**config.mk**
```make
export PLATFORM = sky130hd
export DESIGN_NAME = ffpa_cell
export DESIGN_NICKNAME = d
export VERILOG_FILES = /design/src/sv/ffpa_pkg.sv /design/src/sv/ffpa_cell.sv
export SDC_FILE = /design/constraint.sdc
export NUM_CORES = 1
export LEC_CHECK = 0
export BUFFER_PORTS_ARGS = -buffer_cell sky130_fd_sc_hd__buf_2
export CORE_MARGIN = 2
export CORE_UTILIZATION = 25
export CTS_CLUSTER_DIAMETER = 120
export DETAILED_ROUTE_END_ITERATION = 8
export HOLD_SLACK_MARGIN = 0.1
export SYNTH_ARGS = -nofsm -noshare
export SYNTH_HDL_FRONTEND = slang
export SYNTH_SLANG_ARGS = --single-unit
export TNS_END_PERCENT = 1
```
**constraint.sdc**
```tcl
create_clock -name clk -period 37.6 [get_ports clk]
set_clock_uncertainty 0.05 [all_clocks]
set_input_delay 1.88 -clock clk [delete_from_list [all_inputs] [get_ports clk]]
set_output_delay 1.88 -clock clk [all_outputs]
set_load 0.02 [all_outputs]
```
**src/sv/ffpa_pkg.sv**
```systemverilog
package ffpa_pkg;

    // Region geometry
    localparam int PAGE_BYTES = 256;
    localparam int NUM_PAGES  = 256;
    localparam int ADDR_W     = 16;
    localparam int PAGE_SHIFT = $clog2(PAGE_BYTES);
    localparam int PAGE_W     = $clog2(NUM_PAGES);
    localparam int NEED_W     = ADDR_W + 1 - PAGE_SHIFT;

    // Chain geometry: each cell owns GROUP consecutive pages
    localparam int GROUP     = 8;
    localparam int SUB_W     = $clog2(GROUP);
    localparam int NUM_CELLS = NUM_PAGES / GROUP;
    localparam int CELL_W    = $clog2(NUM_CELLS);

    // Operation and status codes
    localparam logic OP_ALLOC  = 1'b0;
    localparam logic OP_FREE   = 1'b1;
    localparam logic STAT_OK   = 1'b0;
    localparam logic STAT_FAIL = 1'b1;

    typedef enum logic [1:0] {
        WAVE_SCAN,
        WAVE_SET,
        WAVE_CLEAR
    } wave_mode_t;

    // Token that travels down the cell chain, one cell per cycle
    typedef struct packed {
        logic              valid;
        wave_mode_t        mode;
        logic              hit;
        logic [PAGE_W-1:0] need;
        logic [PAGE_W-1:0] cnt;
        logic [PAGE_W-1:0] start;
    } wave_t;

    // Number of pages covering a byte count, rounded up
    function automatic logic [NEED_W-1:0] pages_for(input logic [ADDR_W-1:0] bytes);
        logic [ADDR_W:0] sum;
        sum = {1'b0, bytes} + (ADDR_W+1)'(PAGE_BYTES - 1);
        return NEED_W'(sum >> PAGE_SHIFT);
    endfunction

endpackage

```
**src/sv/ffpa_cell.sv**
```systemverilog
module ffpa_cell import ffpa_pkg::*; (
    input  logic              clk,
    input  logic              rst_n,
    input  logic [CELL_W-1:0] cell_idx,
    input  wave_t             tok_in,
    output wave_t             tok_out
);

    logic [GROUP-1:0] used_reg;
    logic [GROUP-1:0] used_next;
    logic [GROUP-1:0] base_reg;
    logic [GROUP-1:0] base_next;
    wave_t            tok_out_reg;
    wave_t            tok_next;

    // Walk the token over this cell's pages, lowest page first
    always_comb
    begin
        logic [PAGE_W-1:0] page;
        wave_t             t;
        page      = '0;
        t         = tok_in;
        used_next = used_reg;
        base_next = base_reg;
        if (tok_in.valid)
        begin
            for (int j = 0; j < GROUP; j++)
            begin
                page = {cell_idx, SUB_W'(j)};
                case (t.mode)
                    WAVE_SCAN:
                    begin
                        // page 0 is reserved and always counts as used
                        if (!t.hit)
                        begin
                            if (!used_reg[j] && page != '0)
                            begin
                                if (t.cnt == '0)
                                    t.start = page;
                                t.cnt = t.cnt + 1'b1;
                                if (t.cnt == t.need)
                                    t.hit = 1'b1;
                            end
                            else
                            begin
                                t.cnt = '0;
                            end
                        end
                    end
                    WAVE_SET:
                    begin
                        if (page >= t.start && t.cnt != '0)
                        begin
                            used_next[j] = 1'b1;
                            base_next[j] = (page == t.start);
                            t.cnt        = t.cnt - 1'b1;
                        end
                    end
                    WAVE_CLEAR:
                    begin
                        // base check at the target page, abort on mismatch
                        if (page == t.start)
                        begin
                            t.hit = used_reg[j] && base_reg[j];
                            if (!t.hit)
                                t.cnt = '0;
                        end
                        if (t.hit && page >= t.start && t.cnt != '0)
                        begin
                            used_next[j] = 1'b0;
                            t.cnt        = t.cnt - 1'b1;
                        end
                    end
                    default:
                    begin
                    end
                endcase
            end
        end
        tok_next = t;
    end

    // Page flags and outgoing token
    always_ff @(posedge clk or negedge rst_n)
    begin
        if (!rst_n)
        begin
            used_reg    <= '0;
            base_reg    <= '0;
            tok_out_reg <= '0;
        end
        else
        begin
            used_reg    <= used_next;
            base_reg    <= base_next;
            tok_out_reg <= tok_next;
        end
    end

    assign tok_out = tok_out_reg;

    // Reserved page is never claimed by a set wave
    a_page0_free_flag: assert property (@(posedge clk) disable iff (!rst_n)
        (cell_idx == '0) |-> !used_reg[0])
        else $error("reserved page flag was set");

    // Scan run length never passes the requested length
    a_run_bound: assert property (@(posedge clk) disable iff (!rst_n)
        (tok_out_reg.valid && tok_out_reg.mode == WAVE_SCAN)
            |-> (tok_out_reg.cnt <= tok_out_reg.need))
        else $error("scan run exceeded need");

    // Token moves on next cycle with its mode intact
    a_token_moves: assert property (@(posedge clk) disable iff (!rst_n)
        tok_in.valid |=> (tok_out_reg.valid && tok_out_reg.mode == $past(tok_in.mode)))
        else $error("token lost or altered in cell");

    // A set wave only adds used pages
    a_set_monotone: assert property (@(posedge clk) disable iff (!rst_n)
        (tok_in.valid && tok_in.mode == WAVE_SET)
            |=> ((used_reg & $past(used_reg)) == $past(used_reg)))
        else $error("set wave released a page");

endmodule

```
-- Yosys cells after proc, flatten, opt, wreduce, memory -nomap -nowiden
Cells that the tools add are included.
- register bits: 44
- output and inout bits: 28
- add/sub/neg operators: 24
- magnitude comparators: 8
- equal/unequal tests: 34
- multiplexer cells: 199
- reduce and logical (&&, ||, !) cells: 77
- operator list (kind ; number):
    two-way mux 8 bit ; 94
    case mux 8 bit (3 select lines) ; 8
    two-way mux 16 bit ; 9
    equality test 8 bit ; 16
    nonzero test 8 bit ; 16
    subtractor 8 x 1 -> 8 bit (second input constant) ; 16
    two-way mux 1 bit ; 72
    adder 8 x 1 -> 8 bit (second input constant) ; 8
    >= comparator 8 bit ; 8
    logical NOT 8 bit ; 8
    logical AND 1 bit ; 33
    != test 2 bit (second input constant) ; 16
    case mux 1 bit (2 select lines) ; 16
    AND reduction 4 bit ; 8
    AND reduction 3 bit ; 8
    nonzero test 5 bit ; 1
    equality test 2 x 1 -> 1 bit (second input constant) ; 1
    equality test 2 bit (second input constant) ; 1
    logical NOT 2 bit ; 1
    nonzero test 2 bit ; 1
    logical NOT 1 bit ; 1

-- Longest topological paths before layout
Gate-level depths: netlist of the first run.
- depth in word-level cells: 73
- mapped depth: 85

-- Worst setup path before layout of the first run
No wires, ideal clock.
- path type: input to register
- start point: input port tok_in[9] (netlist name)
- end point: register tok_out_reg (netlist bit tok_out[9])
- setup time: 88 ps
- arrival time: 17318 ps
- slack: 20145 ps
- stages on the path: 73
- path through: clkbuf_2 > inv_1 > ha_1 > nor4b_2 > nand2_1 > or3_1 > clkbuf_1 > clkbuf_1 > a21oi_1 > ha_1 > and4_1 > and3_1 > a2111o_1 > nor2_1 > nor2_1 > and3_1 > a2111o_1 > o21ai_2 > (+37 left out) > inv_2 > nor4_2 > buf_2 > nor3b_1 > nand2_1 > o211ai_1 > o21ai_0 > ha_1 > nand4_1 > a211oi_1 > nand2_1 > nand2_1 > ha_1 > nand2_2 > o31ai_4 > mux2_1 > a2bb2oi_1 > a22oi_1
- RTL lines (element ; RTL line ; text):
    from (decl) ; ffpa_cell.sv:5 ; input wave_t tok_in,
    to (signal assigned) ; ffpa_cell.sv:96 ; tok_out_reg <= tok_next;
    to (decl) ; ffpa_cell.sv:13 ; wave_t tok_out_reg;

==> flow_summary.yaml, run 1 <==
status:
  status: "completed"
clock_tree:
  ctsHoldBuffers: 0
  cts_made_buffers: 5
  ctsResizeCount: 0
  clock_latency_ps: 330
  cts.path.max_buffers: 2
  cts_root_buf: "clkbuf_16"
  cts_sinks: 44
  cts_tree: "built"
  htree_num_levels: 2
  path_clk_slew_ps: 70
  postCtsSetupBuffers: 0
routing:
  vias: 18477
  vias_per_cell: 6.63
  drt_iter0_markers: 3281
  drtAntennaViolNets: 0
  totalWireLength_mm: 71.8
  first_pass_iters: 7
  wl_per_cell_um: 25.8
  drc_errors: 0
yosys:
  yosysTopAreaCell: "dfrtp_1"
  seq_area_frac_synth_pct: 7.64
  synth_top_area_share_pct: 7.64
  synth_edf_count: 0
  synth_seq_cells: 44
  synth_fa_ha_area_share_pct: 6.25
  synth_compound_area_share_pct: 38.8
  synth_cells: 2047
  synthTopCellsByCount: "nand2_1 (200), nor2_1 (173), a21oi_1 (109), o21ai_0 (93), nand3_1 (84)"
  synth_top_family_by_area: "compound AO/OA/AOI/OAI gates"
  syn-num-nets: 2154
  yosys.area_share.simple_pct: 32.3
  synthXorXnorAreaFrac_pct: 5.61
  yosysMostFrequentCell: "nand2_1"
  avgSynthCellArea_sq_um: 7.04
  synth_mux_area_share_pct: 3.71
  yosysWarnings: 0
  synth_area_sq_mm: 0.0144
  synthTopCellsByArea: "dfrtp_1 (7.6%), ha_1 (6.2%), nand2_1 (5.2%)"
  synth.distinct_cells: 125
  postSynth.asyncResetShare_pct: 100
  ys.flop_type: "dfrtp_1"
layout:
  diodes: 0
  nets: 2126
  layout-drive-gt1-share_pct: 12.4
  area_growth_pct: 7.84
  largest_reg_flops: 28
  final_area_sq_mm: 0.0155
  final_cell_count_no_fill: 2785
placement:
  numPortBuffers: 62
  globalplace.congestion: 1.01
  dp_hpwl_mm: 53.1
  dp.cells: 2777
  place_area_sq_mm: 0.0154
power:
  vdd_drop_max_mv: 0.0172
  powerDensity_mw_per_mm2: 30.3
  fin_total_pwr_w: 0.000471
  p_leak_nw: 5.64
global_routing:
  grt_start_max_net_pins: 47
  grt_pass1_wl_mm: 108
  grt_pass1_vias: 17113
  grt.overflow.total: 0
  track_usage_pct: 23.1
  antenna_found_initial: 3
sta:
  rsz0062_at_grt: "false"
  tightest_slew_ps: 1260
  setup_viol: 0
  slew_violations: 0
  min_period_ps: 22120
  tns_ps: 0
  finalCritPeriodShare_pct: 58.8
  max_freq_mhz: 45.2
  finalHoldViolCount: 0
  slew_headroom_pct: 15.4
critical_path:
  r2r-start: "used_reg[0]"
  worst_path_dominant_cell_family: "simple AND/OR/NAND/NOR gates"
  cpPeakStageDelay_ps: 750
  cp_slowest_cell: "nor4_2"
  startpoint_type: "input port"
  critPathCaptureType: "register"
  cp-startpoint: "cell_idx[1]"
  setup.worst_path.class: "input port to register"
  cp_max_fo: 16
  critPathMostFrequentCell: "ha_1"
  cp.buffers_inverters: 8
  worstPathArrival_ps: 22310
  cp.required_ps: 37790
die:
  io_pins: 63
  die_h_um: 244
  design.die.area_sq_mm: 0.0596
  start_util_pct: 25.1
  core_sq_mm: 0.0574
  die_w_um: 244
  rows: 88
hold_path:
  hp-start: "base_reg[0]"
  min_path_type: "register to register"
run:
  cap_violations: 0
-- per-layer routing --
metal | track usage [%] | part of all wire (%) | vias up
met5 | 0 | 0.025 | -
met4 | 13.2 | 6.5 | 2
met3 | 6.78 | 14 | 345
met2 | 32.6 | 39 | 1539
met1 | 31.0 | 40 | 8563
li1 | - | - | 8028
-- report_power, final --
part	switching, W	internal (W)
Clock	0.0000278	0.0000319
Combinational	0.000244	0.000111
Sequential	0.00000499	0.0000515
-- worst register-to-register path, delay by kind of cell (launching register included) --
family / cells / cell delay, ps
AO/OA/AOI/OAI: 20 / 5850
adder cells (fa/ha/maj): 10 / 2550
buffers and inverters: 7 / 1100
flip-flops: 1 / 470
multiplexers: 1 / 370
AND/OR/NAND/NOR: 31 / 9860
-- path summary, 6_finish.rpt --
| check | endpoint | cells past startpoint | slack, ps |
|---|---|---|---|
| min reg2reg | base_reg[0] | 1 | 470 |
| min in group asynchronous | tok_out[0] | 2 | 1620 |
| max in group asynchronous | tok_out[16] | 2 | 35430 |
| max reg2reg | tok_out[9] | 69 | 17290 |
| max | tok_out[9] | 71 | 15480 |
| min | base_reg[0] | 1 | 470 |
-- stage by stage --
step | setup WS, ps | hold slack [ps] | utilization, %
6_report | 15480 | 467 | 27.1
5_1_grt | 14020 | 493 | 27.1
4_1_cts | 16180 | 466 | 27.1
3_5_place_dp | 16020 | 449 | 26.8
3_3_place_gp | 15710 | 442 | 26.8
2_1_floorplan | 20140 | 428 | -
-- placed cells by master (no fill, tap or decap), types with 12 or more instances in the layout --
cell and n:
nand2_1 200, o2111ai_1 16, dfrtp_1 44, ha_1 68
or3_1 30, o211ai_1 34, nor4_1 42, inv_1 54
o21ai_1 24, and4_1 16, a311o_1 12, nand4_1 45
a41oi_1 13, a211o_1 16, nand3_1 84, or4_1 19
buf_2 62, and3_1 32, o21a_1 21, mux2i_1 32
nand2b_1 24, a311oi_1 21, nor2b_1 15, a21oi_1 109
a31o_2 16, o31a_1 18, or2_2 12, buf_4 33
and2_1 22, a21o_1 32, o31ai_1 25, o21ai_0 93
nor2_1 172, a31oi_1 44, xnor2_1 59, xor2_1 18
a211oi_1 28, nor3_1 79
-- cell families after synthesis --
group                      Yosys count
buffers and inverters              196
adders and majority gates           72
AOI/OAI and AO/OA                  732
DFF                                 44
muxes                               51
xor gates and xnor gates            83
and+or+nand+nor                    869
-- layout make-up --
| cell class | count | area [sq um] |
|---|---|---|
| clock buffers | 5 | 125 |
| clock inverters | 3 | 46.3 |
| fillers | 6235 | 41800 |
| inverters | 66 | 253 |
| multi-input cells | 1807 | 12500 |
| flip-flops and latches | 44 | 1100 |
| well taps | 765 | 957 |
| repair buffers | 95 | 558 |
Power figures use the tool's default switching activity.
==> run 2, diff against run 1 <==
==> constraint.sdc (replaced) <==
create_clock -name clk -period 21.3 [get_ports clk]
set_clock_uncertainty 0.05 [all_clocks]
set_input_delay 1.065 -clock clk [delete_from_list [all_inputs] [get_ports clk]]
set_output_delay 1.065 -clock clk [all_outputs]
set_load 0.02 [all_outputs]
==> run 2 against run 1 <==
Against the previous run: global-route usage up 0.26 points; first-iteration DRC count is 5.7% higher; register-to-register slack got worse by 15000 ps; sequential cell count unchanged; critical path type unchanged; hold slack improved by 16 ps; sequential share of layout area is 0.063 points lower; total power is 79% higher; largest power group unchanged; clock power grew 78%.
==> flow_summary.yaml, run 2 (synthesized netlist as in run 1, its figures left out) <==
layout:
  nets: 2141
  fillers: 6355
  diodes: 0
  final_common_cell: "nand2_1"
  multi_input_area_sq_mm: 0.0125
  area_growth_pct: 8.80
  layout_common_cells: "nand2_1 (200), nor2_1 (173), a21oi_1 (109), o21ai_0 (93), nand3_1 (84)"
  final_cell_count_no_fill: 2800
  layout-drive-gt1-share_pct: 13.1
  seq_area_sq_mm: 0.00110
  largest_reg_flops: 28
clock_tree:
  ctsHoldBuffers: 0
  cts_sinks: 44
  cts_tree: "built"
  path_clk_slew_ps: 80
  cts_root_buf: "clkbuf_16"
  cts_made_buffers: 5
  clock_latency_ps: 340
  htree_num_levels: 2
  cts.path.max_buffers: 2
global_routing:
  grt_pass1_wl_mm: 109
  antenna_found_initial: 2
  track_usage_pct: 23.4
  grt.overflow.total: 0
  grt_start_max_net_pins: 45
  grt_pass1_vias: 17234
routing:
  drt_iter0_markers: 3469
  wl_per_cell_um: 26.1
  totalWireLength_mm: 73.2
  vias: 18698
  vias_per_cell: 6.68
  first_pass_iters: 8
  drc_errors: 0
  drtAntennaViolNets: 0
critical_path:
  cp_slowest_cell: "or4_4"
  worstPathArrival_ps: 20270
  critPathCaptureType: "register"
  cpPeakStageDelay_ps: 610
  critPathMostFrequentCell: "ha_1"
  cp.required_ps: 21430
  startpoint_type: "input port"
  setup.worst_path.class: "input port to register"
  cp_max_fo: 16
hold_path:
  min_path_type: "register to register"
sta:
  max_freq_mhz: 49.7
  holdWs_ps: 483
  tightest_slew_ps: 1280
  finalHoldViolCount: 0
  finalCritPeriodShare_pct: 94.5
  slew_headroom_pct: 14.4
  tns_ps: 0
  setup_ws_ps: 1160
  min_period_ps: 20140
  setup_viol: 0
  slew_violations: 0
  rsz0062_at_grt: "false"
run:
  cap_violations: 0
die:
  rows: 88
  design.die.area_sq_mm: 0.0596
  die_w_um: 244
  io_pins: 63
  core_sq_mm: 0.0574
  start_util_pct: 25.1
  die_h_um: 244
power:
  vdd_drop_max_mv: 0.0354
  powerDensity_mw_per_mm2: 53.7
  p_leak_nw: 5.72
  fin_total_pwr_w: 0.000842
placement:
  pre_cts_ws_ps: 1290
  numPortBuffers: 62
  dp.cells: 2791
  globalplace.congestion: 1.04
  dp_hpwl_mm: 53.7
status:
  status: "completed"
-- run 2: cell count changes in the layout (fill, tap and decap cells not counted), sizes merged --
cell  delta
buf     +15
-- run 2: routing by layer --
layer,vias up,routed length [um],track usage (%)
met2,1578,29300,33.8
li1,8058,-,-
met1,8684,28600,31.1
met3,374,10900,7.17
met5,-,24,0
met4,4,4500,12.0
-- run 2: final cells by class --
type                       count  share of cell area, %
clock buffer                   5                  0.798
clock inverter                 3                  0.295
inverter                      66                   1.61
multi-input combinational   1807                   79.9
sequential                    44                   7.02
tap                          765                   6.10
timing repair buffer         110                   4.28
-- run 2: what timing repair did --
item,CTS,global route
setup endpoints to repair,0,19
buffers inserted,0,1
gates resized for setup,0,4
-- run 2: metrics by stage --
stage	utilization, %	cell area, sq um
3_3_place_gp	27.0	15500
2_1_floorplan	-	14400
4_1_cts	27.3	15700
6_report	27.3	15700
3_5_place_dp	27.0	15500
5_1_grt	27.3	15700
-- run 2: worst paths after layout --
| check | startpoint | to | slack, ps | cells past startpoint |
|---|---|---|---|---|
| worst min register to register | base_reg[0] | base_reg[0] | 480 | 1 |
| worst max register to register | used_reg[0] | tok_out[3] | 2190 | 71 |
| min in group asynchronous | rst_n | tok_out[24] | 820 | 2 |
| worst max-delay path | cell_idx[2] | tok_out[3] | 1160 | 73 |
| max in group asynchronous | rst_n | tok_out[16] | 19870 | 2 |
| worst min-delay path | base_reg[0] | base_reg[0] | 480 | 1 |
-- run 2: critical path, delay by kind of cell --
| kind | cells | cell delay, ps |
|---|---|---|
| multiplexers | 3 | 770 |
| adder cells (fa/ha/maj) | 9 | 2500 |
| buffers and inverters | 10 | 1580 |
| AND/OR/NAND/NOR | 32 | 9520 |
| AO/OA/AOI/OAI | 19 | 4740 |
-- run 2: power by group --
part / switching (W) / leakage (nW) / internal, W
Combinational: 0.000436 / 5.13 / 0.000200
Clock: 0.0000500 / 0.0804 / 0.0000563
Sequential: 0.00000961 / 0.515 / 0.0000908
Total: 0.000495 / 5.72 / 0.000347
