**src/sv/ffpa_pkg.sv**
```systemverilog
package ffpa_pkg;

    // Region geometry
    localparam int PAGE_BYTES = 256;
    localparam int NUM_PAGES  = 256;
    localparam int ADDR_W     = 16;
    localparam int PAGE_SHIFT = $clog2(PAGE_BYTES);
    localparam int PAGE_W     = $clog2(NUM_PAGES);
    localparam int NEED_W     = ADDR_W + 1 - PAGE_SHIFT;

    // Chain geometry: each cell owns GROUP consecutive pages
    localparam int GROUP     = 8;
    localparam int SUB_W     = $clog2(GROUP);
    localparam int NUM_CELLS = NUM_PAGES / GROUP;
    localparam int CELL_W    = $clog2(NUM_CELLS);

    // Operation and status codes
    localparam logic OP_ALLOC  = 1'b0;
    localparam logic OP_FREE   = 1'b1;
    localparam logic STAT_OK   = 1'b0;
    localparam logic STAT_FAIL = 1'b1;

    typedef enum logic [1:0] {
        WAVE_SCAN,
        WAVE_SET,
        WAVE_CLEAR
    } wave_mode_t;

    // Token that travels down the cell chain, one cell per cycle
    typedef struct packed {
        logic              valid;
        wave_mode_t        mode;
        logic              hit;
        logic [PAGE_W-1:0] need;
        logic [PAGE_W-1:0] cnt;
        logic [PAGE_W-1:0] start;
    } wave_t;

    // Number of pages covering a byte count, rounded up
    function automatic logic [NEED_W-1:0] pages_for(input logic [ADDR_W-1:0] bytes);
        logic [ADDR_W:0] sum;
        sum = {1'b0, bytes} + (ADDR_W+1)'(PAGE_BYTES - 1);
        return NEED_W'(sum >> PAGE_SHIFT);
    endfunction

endpackage

```
**src/sv/ffpa_req_if.sv**
```systemverilog
interface ffpa_req_if import ffpa_pkg::*; ();
    logic              valid;
    logic              ready;
    logic              op;
    logic [ADDR_W-1:0] req_bytes;
    logic [ADDR_W-1:0] free_addr;

    modport source (output valid, output op, output req_bytes, output free_addr, input ready);
    modport sink   (input valid, input op, input req_bytes, input free_addr, output ready);
endinterface

```
**src/sv/ffpa_rsp_if.sv**
```systemverilog
interface ffpa_rsp_if import ffpa_pkg::*; ();
    logic              valid;
    logic              ready;
    logic              status;
    logic [ADDR_W-1:0] alloc_addr;
    logic [ADDR_W-1:0] freed_bytes;

    modport source (output valid, output status, output alloc_addr, output freed_bytes,
                    input ready);
    modport sink   (input valid, input status, input alloc_addr, input freed_bytes,
                    output ready);
endinterface

```
**src/sv/ffpa_ctrl.sv**
```systemverilog
module ffpa_ctrl import ffpa_pkg::*; (
    input  logic        clk,
    input  logic        rst_n,
    ffpa_req_if.sink    req,
    ffpa_rsp_if.source  rsp,
    output wave_t       launch,
    input  wave_t       exit_tok
);

    typedef enum logic [2:0] {
        ST_IDLE,
        ST_SCAN,
        ST_MARK,
        ST_READ,
        ST_CLEAR,
        ST_DONE
    } state_t;

    state_t            state_reg;
    state_t            state_next;
    wave_t             launch_reg;
    wave_t             launch_next;
    logic [ADDR_W-1:0] bytes_reg;
    logic [ADDR_W-1:0] bytes_next;
    logic [PAGE_W-1:0] page_reg;
    logic [PAGE_W-1:0] page_next;
    logic              res_status_reg;
    logic              res_status_next;
    logic [ADDR_W-1:0] res_addr_reg;
    logic [ADDR_W-1:0] res_addr_next;
    logic [ADDR_W-1:0] res_freed_reg;
    logic [ADDR_W-1:0] res_freed_next;
    logic              rsp_valid_reg;
    logic              rsp_valid_next;
    logic              rsp_status_reg;
    logic              rsp_status_next;
    logic [ADDR_W-1:0] rsp_addr_reg;
    logic [ADDR_W-1:0] rsp_addr_next;
    logic [ADDR_W-1:0] rsp_freed_reg;
    logic [ADDR_W-1:0] rsp_freed_next;

    // Recorded request size, written at the base page of each allocation
    logic [ADDR_W-1:0] size_mem [NUM_PAGES];
    logic [ADDR_W-1:0] size_q_reg;
    logic [PAGE_W-1:0] rd_page;
    logic              mem_we;

    logic [NEED_W-1:0]        alloc_need;
    logic [NEED_W-1:0]        free_need;
    logic [ADDR_W-PAGE_SHIFT-1:0] free_page_wide;
    logic                     free_aligned;

    assign alloc_need     = pages_for(req.req_bytes);
    assign free_need      = pages_for(size_q_reg);
    assign free_page_wide = req.free_addr[ADDR_W-1:PAGE_SHIFT];
    assign free_aligned   = (req.free_addr & ADDR_W'(PAGE_BYTES - 1)) == '0;
    assign rd_page        = PAGE_W'(free_page_wide);
    assign mem_we         = (state_reg == ST_SCAN) && exit_tok.valid && exit_tok.hit;

    always_ff @(posedge clk)
    begin
        if (mem_we)
            size_mem[exit_tok.start] <= bytes_reg;
        // size is captured at the accepting edge and held for the whole free
        if (state_reg == ST_IDLE)
            size_q_reg <= size_mem[rd_page];
    end

    // Sequencer
    always_comb
    begin
        state_next      = state_reg;
        launch_next     = launch_reg;
        launch_next.valid = 1'b0;
        bytes_next      = bytes_reg;
        page_next       = page_reg;
        res_status_next = res_status_reg;
        res_addr_next   = res_addr_reg;
        res_freed_next  = res_freed_reg;
        rsp_valid_next  = rsp_valid_reg;
        rsp_status_next = rsp_status_reg;
        rsp_addr_next   = rsp_addr_reg;
        rsp_freed_next  = rsp_freed_reg;

        if (rsp_valid_reg && rsp.ready)
            rsp_valid_next = 1'b0;

        case (state_reg)
            ST_IDLE:
            begin
                if (req.valid)
                begin
                    res_status_next = STAT_FAIL;
                    res_addr_next   = '0;
                    res_freed_next  = '0;
                    if (req.op == OP_ALLOC)
                    begin
                        bytes_next = req.req_bytes;
                        if (alloc_need == '0 || int'(alloc_need) > NUM_PAGES - 1)
                        begin
                            state_next = ST_DONE;
                        end
                        else
                        begin
                            launch_next.valid = 1'b1;
                            launch_next.mode  = WAVE_SCAN;
                            launch_next.hit   = 1'b0;
                            launch_next.need  = PAGE_W'(alloc_need);
                            launch_next.cnt   = '0;
                            launch_next.start = '0;
                            state_next        = ST_SCAN;
                        end
                    end
                    else
                    begin
                        if (!free_aligned || free_page_wide == '0
                            || int'(free_page_wide) >= NUM_PAGES)
                        begin
                            state_next = ST_DONE;
                        end
                        else
                        begin
                            page_next  = rd_page;
                            state_next = ST_READ;
                        end
                    end
                end
            end
            ST_SCAN:
            begin
                if (exit_tok.valid)
                begin
                    if (exit_tok.hit)
                    begin
                        launch_next.valid = 1'b1;
                        launch_next.mode  = WAVE_SET;
                        launch_next.hit   = 1'b0;
                        launch_next.need  = exit_tok.need;
                        launch_next.cnt   = exit_tok.need;
                        launch_next.start = exit_tok.start;
                        res_addr_next     = ADDR_W'(32'(exit_tok.start) << PAGE_SHIFT);
                        state_next        = ST_MARK;
                    end
                    else
                    begin
                        state_next = ST_DONE;
                    end
                end
            end
            ST_MARK:
            begin
                if (exit_tok.valid)
                begin
                    res_status_next = STAT_OK;
                    state_next      = ST_DONE;
                end
            end
            ST_READ:
            begin
                launch_next.valid = 1'b1;
                launch_next.mode  = WAVE_CLEAR;
                launch_next.hit   = 1'b0;
                launch_next.need  = PAGE_W'(free_need);
                launch_next.cnt   = PAGE_W'(free_need);
                launch_next.start = page_reg;
                state_next        = ST_CLEAR;
            end
            ST_CLEAR:
            begin
                if (exit_tok.valid)
                begin
                    if (exit_tok.hit)
                    begin
                        res_status_next = STAT_OK;
                        res_freed_next  = size_q_reg;
                    end
                    state_next = ST_DONE;
                end
            end
            ST_DONE:
            begin
                // hand the result to the output register once it is free
                if (!rsp_valid_reg || rsp.ready)
                begin
                    rsp_valid_next  = 1'b1;
                    rsp_status_next = res_status_reg;
                    rsp_addr_next   = res_addr_reg;
                    rsp_freed_next  = res_freed_reg;
                    state_next      = ST_IDLE;
                end
            end
            default:
            begin
                state_next = ST_IDLE;
            end
        endcase
    end

    always_ff @(posedge clk or negedge rst_n)
    begin
        if (!rst_n)
        begin
            state_reg      <= ST_IDLE;
            launch_reg     <= '0;
            rsp_valid_reg  <= 1'b0;
        end
        else
        begin
            state_reg      <= state_next;
            launch_reg     <= launch_next;
            rsp_valid_reg  <= rsp_valid_next;
        end
    end

    // Payload registers
    always_ff @(posedge clk)
    begin
        bytes_reg      <= bytes_next;
        page_reg       <= page_next;
        res_status_reg <= res_status_next;
        res_addr_reg   <= res_addr_next;
        res_freed_reg  <= res_freed_next;
        rsp_status_reg <= rsp_status_next;
        rsp_addr_reg   <= rsp_addr_next;
        rsp_freed_reg  <= rsp_freed_next;
    end

    assign req.ready       = (state_reg == ST_IDLE);
    assign rsp.valid       = rsp_valid_reg;
    assign rsp.status      = rsp_status_reg;
    assign rsp.alloc_addr  = rsp_addr_reg;
    assign rsp.freed_bytes = rsp_freed_reg;
    assign launch          = launch_reg;

    // A token leaves the chain only while a wave is awaited
    a_exit_expected: assert property (@(posedge clk) disable iff (!rst_n)
        exit_tok.valid
            |-> (state_reg == ST_SCAN || state_reg == ST_MARK || state_reg == ST_CLEAR))
        else $error("unexpected token at chain end");

    // Returning token matches the wave being waited on
    a_exit_mode: assert property (@(posedge clk) disable iff (!rst_n)
        (exit_tok.valid && state_reg == ST_SCAN) |-> (exit_tok.mode == WAVE_SCAN))
        else $error("scan state got a non-scan token");

    // A single token per launch
    a_single_launch: assert property (@(posedge clk) disable iff (!rst_n)
        launch_reg.valid |=> !launch_reg.valid)
        else $error("back-to-back launch");

    // Failed transactions carry zero address and size
    a_fail_zero: assert property (@(posedge clk) disable iff (!rst_n)
        (rsp_valid_reg && rsp_status_reg == STAT_FAIL)
            |-> (rsp_addr_reg == '0 && rsp_freed_reg == '0))
        else $error("failure result with nonzero payload");

endmodule

```
**src/flat_wrapper.sv**
```systemverilog
// flat-port wrapper written by rule: the top's interface ports become plain ports
module ffpa_ctrl_flat import ffpa_pkg::*;
  (clk, rst_n, launch, exit_tok, req_valid, req_op, req_req_bytes, req_free_addr, req_ready, rsp_valid, rsp_status, rsp_alloc_addr, rsp_freed_bytes, rsp_ready);
  ffpa_req_if req_i ();
  ffpa_rsp_if rsp_i ();
  input  logic clk;
  input  logic rst_n;
  output wave_t launch;
  input  wave_t exit_tok;
  input wire logic [$bits(req_i.valid)-1:0] req_valid;
  input wire logic [$bits(req_i.op)-1:0] req_op;
  input wire logic [$bits(req_i.req_bytes)-1:0] req_req_bytes;
  input wire logic [$bits(req_i.free_addr)-1:0] req_free_addr;
  output wire logic [$bits(req_i.ready)-1:0] req_ready;
  output wire logic [$bits(rsp_i.valid)-1:0] rsp_valid;
  output wire logic [$bits(rsp_i.status)-1:0] rsp_status;
  output wire logic [$bits(rsp_i.alloc_addr)-1:0] rsp_alloc_addr;
  output wire logic [$bits(rsp_i.freed_bytes)-1:0] rsp_freed_bytes;
  input wire logic [$bits(rsp_i.ready)-1:0] rsp_ready;
  assign req_i.valid = req_valid;
  assign req_i.op = req_op;
  assign req_i.req_bytes = req_req_bytes;
  assign req_i.free_addr = req_free_addr;
  assign req_ready = req_i.ready;
  assign rsp_valid = rsp_i.valid;
  assign rsp_status = rsp_i.status;
  assign rsp_alloc_addr = rsp_i.alloc_addr;
  assign rsp_freed_bytes = rsp_i.freed_bytes;
  assign rsp_i.ready = rsp_ready;
  ffpa_ctrl u_core (.clk(clk), .rst_n(rst_n), .req(req_i), .rsp(rsp_i), .launch(launch), .exit_tok(exit_tok));
endmodule
```
**config.mk**
```make
export PLATFORM = sky130hd
export DESIGN_NAME = ffpa_ctrl_flat
export DESIGN_NICKNAME = d
export VERILOG_FILES = /design/src/sv/ffpa_pkg.sv /design/src/sv/ffpa_req_if.sv /design/src/sv/ffpa_rsp_if.sv /design/src/sv/ffpa_ctrl.sv /design/src/flat_wrapper.sv
export SDC_FILE = /design/constraint.sdc
export NUM_CORES = 2
export LEC_CHECK = 0
export BUFFER_PORTS_ARGS = -buffer_cell sky130_fd_sc_hd__clkbuf_2
export CAP_MARGIN = 20
export CORE_ASPECT_RATIO = 0.9
export CORE_MARGIN = 2
export CORE_UTILIZATION = 35
export CTS_CLUSTER_DIAMETER = 120
export DETAILED_ROUTE_END_ITERATION = 12
export HOLD_SLACK_MARGIN = 0.08
export PLACE_DENSITY_LB_ADDON = 0.12
export SLEW_MARGIN = 25
export SYNTH_ARGS = -nofsm -noshare
export SYNTH_HDL_FRONTEND = slang
export SYNTH_SLANG_ARGS = --single-unit
```
**constraint.sdc**
```tcl
create_clock -name clk -period 11.3 [get_ports clk]
set_input_delay 0.565 -clock clk [delete_from_list [all_inputs] [get_ports clk]]
set_output_delay 0.565 -clock clk [all_outputs]
set_load 0.01 [all_outputs]
```
; ---- Yosys cells after proc, flatten, opt, wreduce, memory -nomap -nowiden
; Memory sizes are Yosys's and may differ from the RTL's. A register that Yosys moved wholly into a read port is not among the register bits.
; Index checks and enable logic that the tools add are counted.
; W data, S select, Z words.
[totals]
ff_bits = 122
ramBits = 4096
wordCells = 94
n_memories = 1
[memory_table]
columns = name, words, word_bits, read_ports, rd_clocked_by_memory_dff, write_ports, line_no
row1 = u_core.size_mem, 256, 16, 1, 1, 1, ffpa_ctrl.sv:43  ; logic [ADDR_W-1:0] size_mem [NUM_PAGES];
[op_classes]
add_sub_neg = 2
magnitude_cmp = 1
n_eq_ne = 15
n_mux = 32
bitwise_logic = 2
n_reduce_logical = 25
[ops]
columns = cell, n
row1 = $mux W28, 5
row2 = $pmux W28 S3, 1
row3 = $mux W16, 5
row4 = $pmux W16 S2, 2
row5 = $mux W3, 8
row6 = $add A16 B8 Y17 const B, 1
row7 = $add A16 B8 Y16 const B, 1
row8 = $logic_not A16 Y1, 1
row9 = $ne A2 B2 Y1 const B, 8
row10 = $reduce_and A4 Y1, 4
row11 = $pmux W3 S5, 1
row12 = $gt A9 B8 Y1 const B, 1
row13 = $logic_not A9 Y1, 1
row14 = $mux W1, 9
row15 = $logic_not A8 Y1, 1
row16 = $eq A3 B2 Y1 const B, 2
row17 = $eq A3 B3 Y1 const B, 2
row18 = $reduce_and A6 Y1, 1
row19 = $reduce_bool A3 Y1, 2
row20 = $reduce_and A5 Y1, 1
row21 = $ne A2 B1 Y1 const B, 2
row22 = $reduce_bool A2 Y1, 2
row23 = $eq A3 B1 Y1 const B, 1
row24 = $logic_and A1 B1 Y1, 3
row25 = 8 further kinds, 12

; ---- Depth between registers and ports, before layout
[depth]
ltp_word = 7
mapped_depth = 13
ltp_nobuf = 8

; ---- Least setup slack after synthesis
; No wires, ideal clock.
[synth_path]
path_type = register to register
start = register u_core.state_reg[0]
end = register u_core.launch_reg (netlist bit u_core.launch[12])
arrival_time_ps = 4184
setup_slack_ps = 6991
stages_incl_launch_ff = 10
path_buffers = 2
synth_period_minus_slack_ps = 4309
path_cell_list = dfrtp_1 > clkbuf_1 > nor3_1 > nand2_1 > nor2_1 > nand2_1 > and3_1 > inv_1 > buf_2 > mux2_2
[synth_between]
elab_chain_cells = 3
word_cells_on_any_way = 11
cone_classes = eq/ne: 7 / mux: 1 / reduce/logical: 3
[synth_rtl]
columns = item, line_no
row1 = from (decl), ffpa_ctrl.sv:19  ; state_t state_reg;
row2 = from (signal assigned), ffpa_ctrl.sv:209  ; state_reg <= state_next;
row3 = $logic_not A3 Y1 *, -
row4 = net req_ready, flat_wrapper.sv:14  ; output wire logic [$bits(req_i.ready)-1:0] req_ready;
row5 = $ne A2 B2 Y1 (no source line) or $reduce_bool A3 Y1 (tied branches), -
row6 = $reduce_and A6 Y1 (no source line), -
row7 = to (signal assigned), ffpa_ctrl.sv:210  ; launch_reg <= launch_next;
row8 = to (decl), ffpa_ctrl.sv:21  ; wave_t launch_reg;
; Mark *: on every way through the listed nets, which the timed path passes. The rest lies on a longest branch.
; A chain may end at the register's enable or synchronous reset.

; ---- Worst setup path in the final report
[layout_path]
start = register u_core.state_reg[2]
end = memory u_core.size_mem[188][12], enable pin
[layout_between]
elab_chain_cells = 5
[layout_rtl]
columns = item, line_no
row1 = $eq A3 B1 Y1, ffpa_ctrl.sv:58  ; assign mem_we = (state_reg == ST_SCAN) && exit_tok.valid && exit_tok.hit;
row2 = $logic_and A1 B1 Y1 (2 in a row), ffpa_ctrl.sv:58
row3 = $mux W1, ffpa_ctrl.sv:62  ; if (mem_we)
row4 = $mux W1 (not written as such), ffpa_ctrl.sv:63  ; size_mem[exit_tok.start] <= bytes_reg;
row5 = to (decl), ffpa_ctrl.sv:43
; Every way passes these cells.

==> impl_metrics.toml <==
[cts]
cts_root_buf = "clkbuf_16"
cts.sinks = 4217
path_clk_slew_ns = 0.06
clock_latency_ns = 1.01
clockBufferDepth = 4
cts_tree = "done"
htree_levels = 5
numCtsBuffers = 441
ctsResizeCount = 0

[grt]
antenna_found_initial = 56
grt_use_total_pct = 21.9
grt-ovfl-total = 0
grt_pass1_vias = 81144
grt_max_degree = 188
grt_pass1_wl_um = 708000

[timing]
final-hold-violation-count = 0
clock.fmax_mhz = 188
slew_viol_final = 0
clock_skew_ns = 0.0527
finalCriticalPeriod_ns = 5.32
tightest_slew_ns = 1.22
slew_headroom_pct = 18.1
setup_tns_ns = 0
min_period_over_period_pct = 47.1
setup_viol = 0
rsz0062_at_grt = "no"
fin_hold_ws_ns = 0.164

[floorplan]
core-area_um2 = 463000
initial_core_util_pct = 35.1
die_h_um = 651
ios = 128
rows = 237
die_x_um = 722
dieArea_um2 = 470000

[power]
p_per_area_nw_per_um2 = 183
leakage_nw = 58.4
ir_drop_mv = 0.151

[synth]
synthesis.instances = 7424
synth_edf_count = 4186
synth_ff_type = "edfxtp_1"
synth_warnings = 0
async_reset_ff_share_pct = 0.735
ys_seq_area_share_pct = 77.8
ys_seq_elements = 4217
synth_cell_type_count = 76
syn_area_per_cell_um2 = 21.9
netlist_area_um2 = 163000

[placed_design]
place_hpwl_um = 308000
io_buffers = 108
gp_congestion = 0.815
placedCellCount = 13711

[setup_path]
cp_data_arrival_time_ns = 6.00
crit_required_ns = 11.98
slowest_stage = "nor2_1"
end_kind = "register"
slowest_delay_ns = 1.07
path_class = "register to register"
critPathMaxFanout = 29
critPathLaunchType = "register"
crit_chain = "nor3b_2, and3_1, buf_4, nand2_1, nor2_1, nand3_1, nor2_1, buf_4"

[drt]
drt-pass1-iter-count = 8
drc = 0
drt-total-wl_um = 525000
wl_per_cell_um = 36.0
postRouteAntennaNets = 0
vias = 81358
viasPerCell = 5.58
drt-initial-drc-count = 10457

[layout]
final_cells = 14575
nets = 8053
largest_reg_flops = 4096
drive_above_1_share_pct = 28.2
syn_to_final_growth_pct = 15.0
final_util_pct = 40.4

[run_status]
status = "completed"

[worst_hold_path]
hold_class = "input pin to register"

[job]
cap_viol_max_count = 0
[kinds of logic (layout without fill, tap and decap cells)]
family	Yosys count	after routing	synth area share, %
buf+inv	461	1378	1.82
simple gates	797	797	2.13
flops	4217	4217	77.8
mux	1299	1299	15.5
compound gates	634	634	2.73
other cells	1	21	0.00231
xor+xnor	15	15	0.0808
[cell type report]
class	count	area, um2
Antenna cell	12	30.0
Clock buffer	542	11600
Clock inverter	262	2170
Fill cell	40878	276000
Inverter	18	80.1
Multi-Input combinational cell	2754	34300
Sequential cell	4217	126000
Tap cell	6214	7770
Timing Repair Buffer	556	4550
[report_power, final]
group          internal [mW]  leakage (nW)  switching (mW)  total, mW
sequential              17.6          38.0           0.136       17.7
combinational          0.676          13.6            1.70       2.37
clock                   7.93          6.74            6.15       14.1
total                   26.2          58.4            7.98       34.2
[per-stage QoR]
step / setup slack [ns] / area [um2] / power [mW]
detailed placement: 5.33 / 173000 / 20.4
finish: 5.98 / 187000 / 34.2
CTS: 5.88 / 187000 / 34.5
global route: 5.80 / 187000 / 35.2
global placement: 5.32 / 172000 / 20.4
floorplan: 6.99 / 163000 / 19.3
[worst max-delay path, delay by kind of cell, from the launching register on]
kind          cells  cell delay, ns
simple gates      6            3.65
flops             1            0.70
buf+inv           2            0.62
[timing repair]
| action | 4_1_cts | 5_1_grt |
|---|---|---|
| endpoints found under the hold margin | 86 | 0 |
| hold buffers | 41 | 0 |
| setup buffers | 0 | 0 |
[cells in the mapped netlist, types with 17 or more instances]
cell / instances / area share (%)
nor3_1: 30 / 0.092
buf_8: 21 / 0.19
and3_1: 32 / 0.12
buf_4: 47 / 0.22
a21oi_1: 107 / 0.33
nor2b_1: 23 / 0.088
nand3_1: 61 / 0.19
clkbuf_1: 171 / 0.39
nor2_1: 373 / 0.86
o21ai_0: 76 / 0.23
nor4_1: 17 / 0.065
a31oi_1: 30 / 0.12
o221ai_1: 26 / 0.14
a211oi_1: 31 / 0.14
and2_1: 18 / 0.069
nand2_1: 198 / 0.46
buf_6: 69 / 0.48
mux4_2: 954 / 13
edfxtp_1: 4186 / 77
dfrtp_1: 31 / 0.48
buf_2: 117 / 0.36
o22ai_1: 43 / 0.17
a22oi_1: 154 / 0.71
mux2i_1: 326 / 2.0
a221oi_1: 50 / 0.27
[final timing paths]
path                                             to  cells past startpoint             startpoint  slack, ns
min reg2reg                       u_core.rsp.status                      0  u_core.res_status_reg       0.42
min in group asynchronous         u_core.launch[16]                      2                  rst_n       0.23
max                        u_core.size_mem[188][12]                      8    u_core.state_reg[2]       5.98
max reg2reg                u_core.size_mem[188][12]                      8    u_core.state_reg[2]       5.98
max in group asynchronous          u_core.rsp.valid                      2                  rst_n      10.51
min                             u_core.bytes_reg[0]                      3                 req_op       0.16
[cell usage in the layout (no fill, tap or decap), drive strengths merged, types with 12 or more instances in the layout]
master       count
o21ai           79
nor4            18
buf            413
o211ai          14
o22ai           43
a22o            16
nand4           14
nand2          198
edfxtp        4186
inv             35
nor3            30
nor2b           23
a31oi           30
bufinv          30
and2            19
and3            32
nor2           373
nand3           61
o221ai          26
diode           12
a21oi          107
clkbuf         644
dfrtp           31
mux4           965
a211oi          32
clkinv         208
a221oi          52
a22oi          154
mux2i          326
dlygate4sd3     41
[routing by layer]
metal  vias to the layer above  track usage, %  share of wire [%]
met4                         6            6.26                3.1
met1                     45122            31.7                 43
met3                       655            3.26                6.6
met2                      3093            34.6                 47
li1                      32482               -                  -
met5                         -               0             0.0067
Note: power is estimated with default switching activity, not from simulation.
